[config.mk]
export PLATFORM = sky130hd
export DESIGN_NAME = iec_validate
export DESIGN_NICKNAME = d
export VERILOG_FILES = /design/src/rtl/iec_pkg.sv /design/src/rtl/iec_validate.sv
export SDC_FILE = /design/constraint.sdc
export NUM_CORES = 1
export LEC_CHECK = 0
export BUFFER_PORTS_ARGS = -buffer_cell sky130_fd_sc_hd__buf_2
export CAP_MARGIN = 20
export CORE_MARGIN = 2
export CORE_UTILIZATION = 55
export DETAILED_ROUTE_END_ITERATION = 12
export PLACE_DENSITY = 0.71
export SYNTH_ARGS = -nofsm -noshare
export SYNTH_HDL_FRONTEND = slang
export SYNTH_SLANG_ARGS = --single-unit
[constraint.sdc]
create_clock -name clock -period 10.45 [get_ports clock]
set_input_delay 0.5225 -clock clock [delete_from_list [all_inputs] [get_ports clock]]
set_output_delay 0.5225 -clock clock [all_outputs]
set_load 0.02 [all_outputs]
[src/rtl/iec_pkg.sv]
package iec_pkg;

   localparam logic [7:0] CH_X      = 8'h78;
   localparam logic [7:0] CH_E      = 8'h65;
   localparam logic [7:0] CH_P      = 8'h70;
   localparam logic [7:0] CH_S      = 8'h73;
   localparam logic [7:0] CH_C      = 8'h63;
   localparam logic [7:0] CH_T      = 8'h74;
   localparam logic [7:0] CH_LPAREN = 8'h28;
   localparam logic [7:0] CH_RPAREN = 8'h29;
   localparam logic [7:0] CH_DOT    = 8'h2e;
   localparam logic [7:0] CH_CARET  = 8'h5e;
   localparam logic [7:0] CH_STAR   = 8'h2a;
   localparam logic [7:0] CH_PLUS   = 8'h2b;
   localparam logic [7:0] CH_MINUS  = 8'h2d;
   localparam logic [7:0] CH_SLASH  = 8'h2f;
   localparam logic [7:0] CH_ZERO   = 8'h30;
   localparam logic [7:0] CH_NINE   = 8'h39;

   localparam int unsigned FEED_SLOTS = 3;

   // rewritten characters of one request, applied in slot order
   typedef struct packed {
      logic [FEED_SLOTS-1:0]      vld;
      logic [FEED_SLOTS-1:0][7:0] chr;
   } feed_type;

   function automatic logic is_dig(input logic [7:0] c);
      return (c >= CH_ZERO) && (c <= CH_NINE);
   endfunction

   function automatic logic is_op(input logic [7:0] c);
      return (c == CH_PLUS) || (c == CH_MINUS) || (c == CH_STAR) ||
             (c == CH_SLASH) || (c == CH_CARET);
   endfunction

   function automatic logic is_fn(input logic [7:0] c);
      return (c == CH_S) || (c == CH_C) || (c == CH_T);
   endfunction

   function automatic logic is_mul(input logic [7:0] c);
      return (c == CH_X) || (c == CH_E) || (c == CH_P) || is_fn(c) || (c == CH_LPAREN);
   endfunction

   function automatic logic is_opd(input logic [7:0] c);
      return is_mul(c) || (c == CH_DOT);
   endfunction

   function automatic logic ends_ok(input logic [7:0] c);
      return is_dig(c) || (c == CH_X) || (c == CH_E) || (c == CH_P) || (c == CH_DOT);
   endfunction

   function automatic logic after_value(input logic [7:0] c);
      return is_dig(c) || is_op(c) || (c == CH_RPAREN);
   endfunction

endpackage

[src/rtl/iec_validate.sv]
module iec_validate #(
   parameter int unsigned MAX_PAREN_DEPTH = 255
) (
   input  logic              clock,
   input  logic              reset,
   input  logic              fire,
   input  logic              is_last,
   input  iec_pkg::feed_type feed,
   output logic              is_valid
);

   localparam int unsigned DW = $clog2(MAX_PAREN_DEPTH + 1);
   localparam logic [DW-1:0] MAX_D = DW'(MAX_PAREN_DEPTH);

   typedef struct packed {
      logic [7:0]    held;
      logic [1:0]    cnt;
      logic          dot;
      logic [DW-1:0] depth;
      logic          failed;
   } vstate_type;

   function automatic vstate_type feed_char(input vstate_type s, input logic [7:0] f);
      vstate_type r;
      logic [7:0] t;
      r = s;
      t = s.held;
      if (s.cnt == 2'd0) begin
         r.held = f;
         r.cnt  = 2'd1;
      end else begin
         if (s.cnt == 2'd1) begin
            if (iec_pkg::is_op(t)) r.failed = 1'b1;
            r.cnt = 2'd2;
         end
         if (!r.failed) begin
            if (iec_pkg::is_dig(t)) begin
               if (f == iec_pkg::CH_DOT) begin
                  if (r.dot) r.failed = 1'b1;
                  else r.dot = 1'b1;
               end else if (!iec_pkg::after_value(f)) begin
                  r.failed = 1'b1;
               end
            end else if (t == iec_pkg::CH_DOT) begin
               if (f == iec_pkg::CH_DOT || !iec_pkg::after_value(f)) r.failed = 1'b1;
            end else if (t == iec_pkg::CH_LPAREN) begin
               if (r.depth >= MAX_D) r.failed = 1'b1;
               else r.depth = DW'(r.depth + 1'b1);
               if (f == iec_pkg::CH_RPAREN ||
                   (!iec_pkg::is_opd(f) && !iec_pkg::is_dig(f))) r.failed = 1'b1;
            end else if (t == iec_pkg::CH_RPAREN) begin
               r.dot = 1'b0;
               if (r.depth == '0) r.failed = 1'b1;
               else r.depth = DW'(r.depth - 1'b1);
               if (!iec_pkg::is_op(f) && f != iec_pkg::CH_RPAREN) r.failed = 1'b1;
            end else if (iec_pkg::is_fn(t)) begin
               if (!iec_pkg::is_opd(f)) r.failed = 1'b1;
            end else if (t == iec_pkg::CH_X || t == iec_pkg::CH_E || t == iec_pkg::CH_P) begin
               if (!iec_pkg::is_op(f) && f != iec_pkg::CH_RPAREN) r.failed = 1'b1;
            end else if (iec_pkg::is_op(t)) begin
               r.dot = 1'b0;
               if (!iec_pkg::is_opd(f) && !iec_pkg::is_dig(f)) r.failed = 1'b1;
            end else begin
               r.failed = 1'b1;
            end
         end
         r.held = f;
      end
      return r;
   endfunction

   vstate_type st_ff, st_in;
   vstate_type st_mid [iec_pkg::FEED_SLOTS+1];

   always_comb begin
      st_mid[0] = st_ff;
      for (int i = 0; i < iec_pkg::FEED_SLOTS; i++) begin
         st_mid[i+1] = feed.vld[i] ? feed_char(st_mid[i], feed.chr[i]) : st_mid[i];
      end
      st_in = st_mid[iec_pkg::FEED_SLOTS];

      if (st_in.cnt == 2'd0) begin
         is_valid = 1'b0;
      end else if (st_in.cnt == 2'd1) begin
         is_valid = iec_pkg::ends_ok(st_in.held);
      end else if (st_in.held == iec_pkg::CH_RPAREN) begin
         is_valid = !st_in.failed && (st_in.depth == DW'(1));
      end else begin
         is_valid = !st_in.failed && (st_in.depth == '0) && iec_pkg::ends_ok(st_in.held);
      end
   end

   always_ff @(posedge clock) begin
      if (reset) begin
         st_ff <= '0;
      end else if (fire) begin
         if (is_last) st_ff <= '0;
         else st_ff <= st_in;
      end
   end

endmodule

==> flow_summary.ini <==
[drt]
dr.pass1.iters = 5
wl_met1_mm = 7.512
avgRoutedWirePerCell_um = 20.69
routed_wl_mm = 16.99
route.met3.wl_mm = 1.180
via_per_inst = 7.160
drc = 0
top_layer = met4
route.antenna.remaining_nets = 0
drt_iter0_drc = 413
dr_wl_met2_mm = 7.659
vias = 5878

[critical_path]
rrSetupSlack_ns = 3.90
path_class = register to output pin
critPathMaxFanout = 15
cp_slowest_stage_delay_ns = 0.73
path_cells = or4bb_1 > or2_0 > a21oi_1 > o21ai_0 > xnor2_1 > inv_1 > ha_1 > nand2_1 > a211oi_1 > nor4_1 > a21oi_1 > o211ai_1 > ha_1 > o221ai_1 > o31ai_1 > o22ai_1 > a211oi_1 > nand4_1 > o31ai_1 > buf_2
critPathLaunch = st_ff[15]
reg2regPathDepth = 19
crit_path_top_delay_cell = xnor2_1
start_kind = register
crit_required_ns = 9.93
r2r-start = st_ff[15]
crit_family = compound AO/OA/AOI/OAI gates
cp-end-kind = output pin
worstPathArrival_ns = 7.02
cp_num_buf_inv = 2
reg2reg_to = st_ff[2]

[clocking]
cts_sinks = 20
path_clk_slew_ns = 0.10
cts_hold_buf = 0
h-tree-depth = 1
cts.path.max_buffers = 2
tritoncts = yes
cts_resized = 0
cts_setup_buffers = 0
insertion_delay_ns = 0.28
cts_buffers = 3
cts_root_buffer = clkbuf_8

[cells_and_area]
layout.cells.non_filler = 821
postLayoutCoreUtil_pct = 58.90
final_area_mm2 = 0.005111
reg_top3 = st_ff (20)
fill_cells = 835
nets = 761
seq_area_um2 = 400.4
final_cell_mix = 61 x nor2_1, 60 x nand2_1, 46 x a21oi_1, 38 x nand3_1, 34 x o21ai_0
syn_to_final_growth_pct = 4.289
n_antenna_cell = 0
largest-register = st_ff
multi_input_area_mm2 = 0.004229
largest_reg_flops = 20
drive_gt1_share_pct = 12.48
final_common_cell = nor2_1

[status]
status = complete, no violations

[timing]
rsz0062_at_grt = no
fin_hold_ws_ns = 0.6700
post-route-period-util_pct = 72.15
slew_headroom_pct = 40.36
tightest_slew_ns = 0.8883
hold_violations = 0
post-route-min-period_ns = 7.540
slew_violations = 0
fin_setup_tns_ns = 0
fin_skew_ns = 0.01013
fmax_mhz = 132.6
setup_viol = 0

[hold_path]
hold-path-cell-count = 4
worstHoldStart = is_last
hold_class = input port to register
holdPathEnd = st_ff[2]

[placement]
gp_congestion = 0.9990
dpl.hpwl_mm = 13.03
postPlaceCellArea_mm2 = 0.005040
port_buffers = 31
place_inst = 817

[yosys]
synth.net_count = 762
yosys_warnings = 0
avgSynthCellArea_um2 = 6.854
yosys.area.top_type_share_pct = 8.170
synth-async-reset-ratio_pct = 0
yosys.area.top_type = dfxtp_1
synth.area.top_cells = dfxtp_1 8.2%, a21oi_1 4.7%, nor2_1 4.7%
synth-seq-area-share_pct = 8.170
ys.flop_type = dfxtp_1
synth_seq_cells = 20
syn_inst = 715
synth_edf_count = 0
yosys.cell_types.count = 93
netlist_area_mm2 = 0.004901

[global_route]
grt.overflow.total = 0
grt_max_degree = 26
grt_pass1_vias = 5233
grt_pass1_wl_mm = 27.52
grt_usage_pct = 34.61
antenna_found_initial = 0

[power]
p_per_area_mw_per_mm2 = 56.53
ir_drop_uv = 43.80
power.leakage_uw = 0.001771

[floorplanning]
placementRows = 34
core-area_mm2 = 0.008678
fp.dieH_um = 98.40
io_pins = 32
die_x_um = 98.40
die-area_mm2 = 0.009682
initial_core_util_pct = 56.47

[job]
maxCapViolations = 0
==> cell families (layout without fill, tap and decap cells) <==
family                     count (synthesis)  count (layout)  synth area share, %
DFF                                       20              20                8.169
AOI/OAI and AO/OA                        229             229                34.21
buffers and inverters                     66              64                5.540
and+or+nand+nor                          344             344                39.37
adders and majority gates                 16              16                4.085
xor gates and xnor gates                   6               6                1.225
muxes                                     34              34                7.403
==> power breakdown <==
part / internal (uW) / switching (uW)
sequential: 78.2 / 4.39
combinational: 41.6 / 78.9
clock: 51.4 / 34.5
total: 171 / 118
==> how the worst max path moves through the flow <==
| stage | to | slack [ns] | cells past startpoint |
|---|---|---|---|
| finish | is_valid | 2.91 | 20 |
| global route | is_valid | 2.31 | 20 |
| CTS | is_valid | 3.05 | 20 |
| detailed placement | is_valid | 3.42 | 20 |
| global placement | is_valid | 3.63 | 20 |
| floorplan | is_valid | 4.41 | 22 |
==> synth_stat cells, types with 11 or more instances <==
| library cell | instances |
|---|---|
| mux2_2 | 18 |
| nand2_1 | 60 |
| nor4_1 | 12 |
| buf_2 | 13 |
| nor2b_1 | 24 |
| clkbuf_1 | 24 |
| a31oi_1 | 15 |
| nor3_1 | 27 |
| dfxtp_1 | 20 |
| mux2i_1 | 16 |
| o21ai_0 | 34 |
| ha_1 | 16 |
| nand3_1 | 38 |
| inv_1 | 26 |
| nand2b_1 | 11 |
| nor3b_1 | 12 |
| nand4_1 | 15 |
| a21oi_1 | 46 |
| and3_1 | 11 |
| nor2_1 | 61 |
| o211ai_1 | 13 |
==> layout make-up <==
type                       count  area share (%)
multi-input combinational    629           82.74
sequential                    20           7.834
timing repair buffer          34           3.476
tap                          108           2.644
inverter                      26           1.909
clock buffer                   3          0.8078
clock inverter                 1          0.5875
==> per-stage QoR <==
| stage | total power (uW) | setup slack, ns |
|---|---|---|
| 3_5_place_dp | 200.3 | 3.415 |
| 2_1_floorplan | 166.5 | 4.413 |
| 6_report | 288.9 | 2.910 |
| 4_1_cts | 284.3 | 3.052 |
| 5_1_grt | 302.8 | 2.305 |
| 3_3_place_gp | 198.5 | 3.630 |
==> metal layers <==
layer	vias up	track usage (%)
met4	0	12.54
met3	50	1.861
met2	318	55.10
met1	2734	49.48
li1	2776	-
met5	-	0
==> worst min-delay path, stage by stage <==
cell,delay [ns]
buf_2,0.08
nand2b_1,0.12
o22ai_1,0.06
nor2b_1,0.12
No activity file was read; power rests on OpenSTA's default activity.
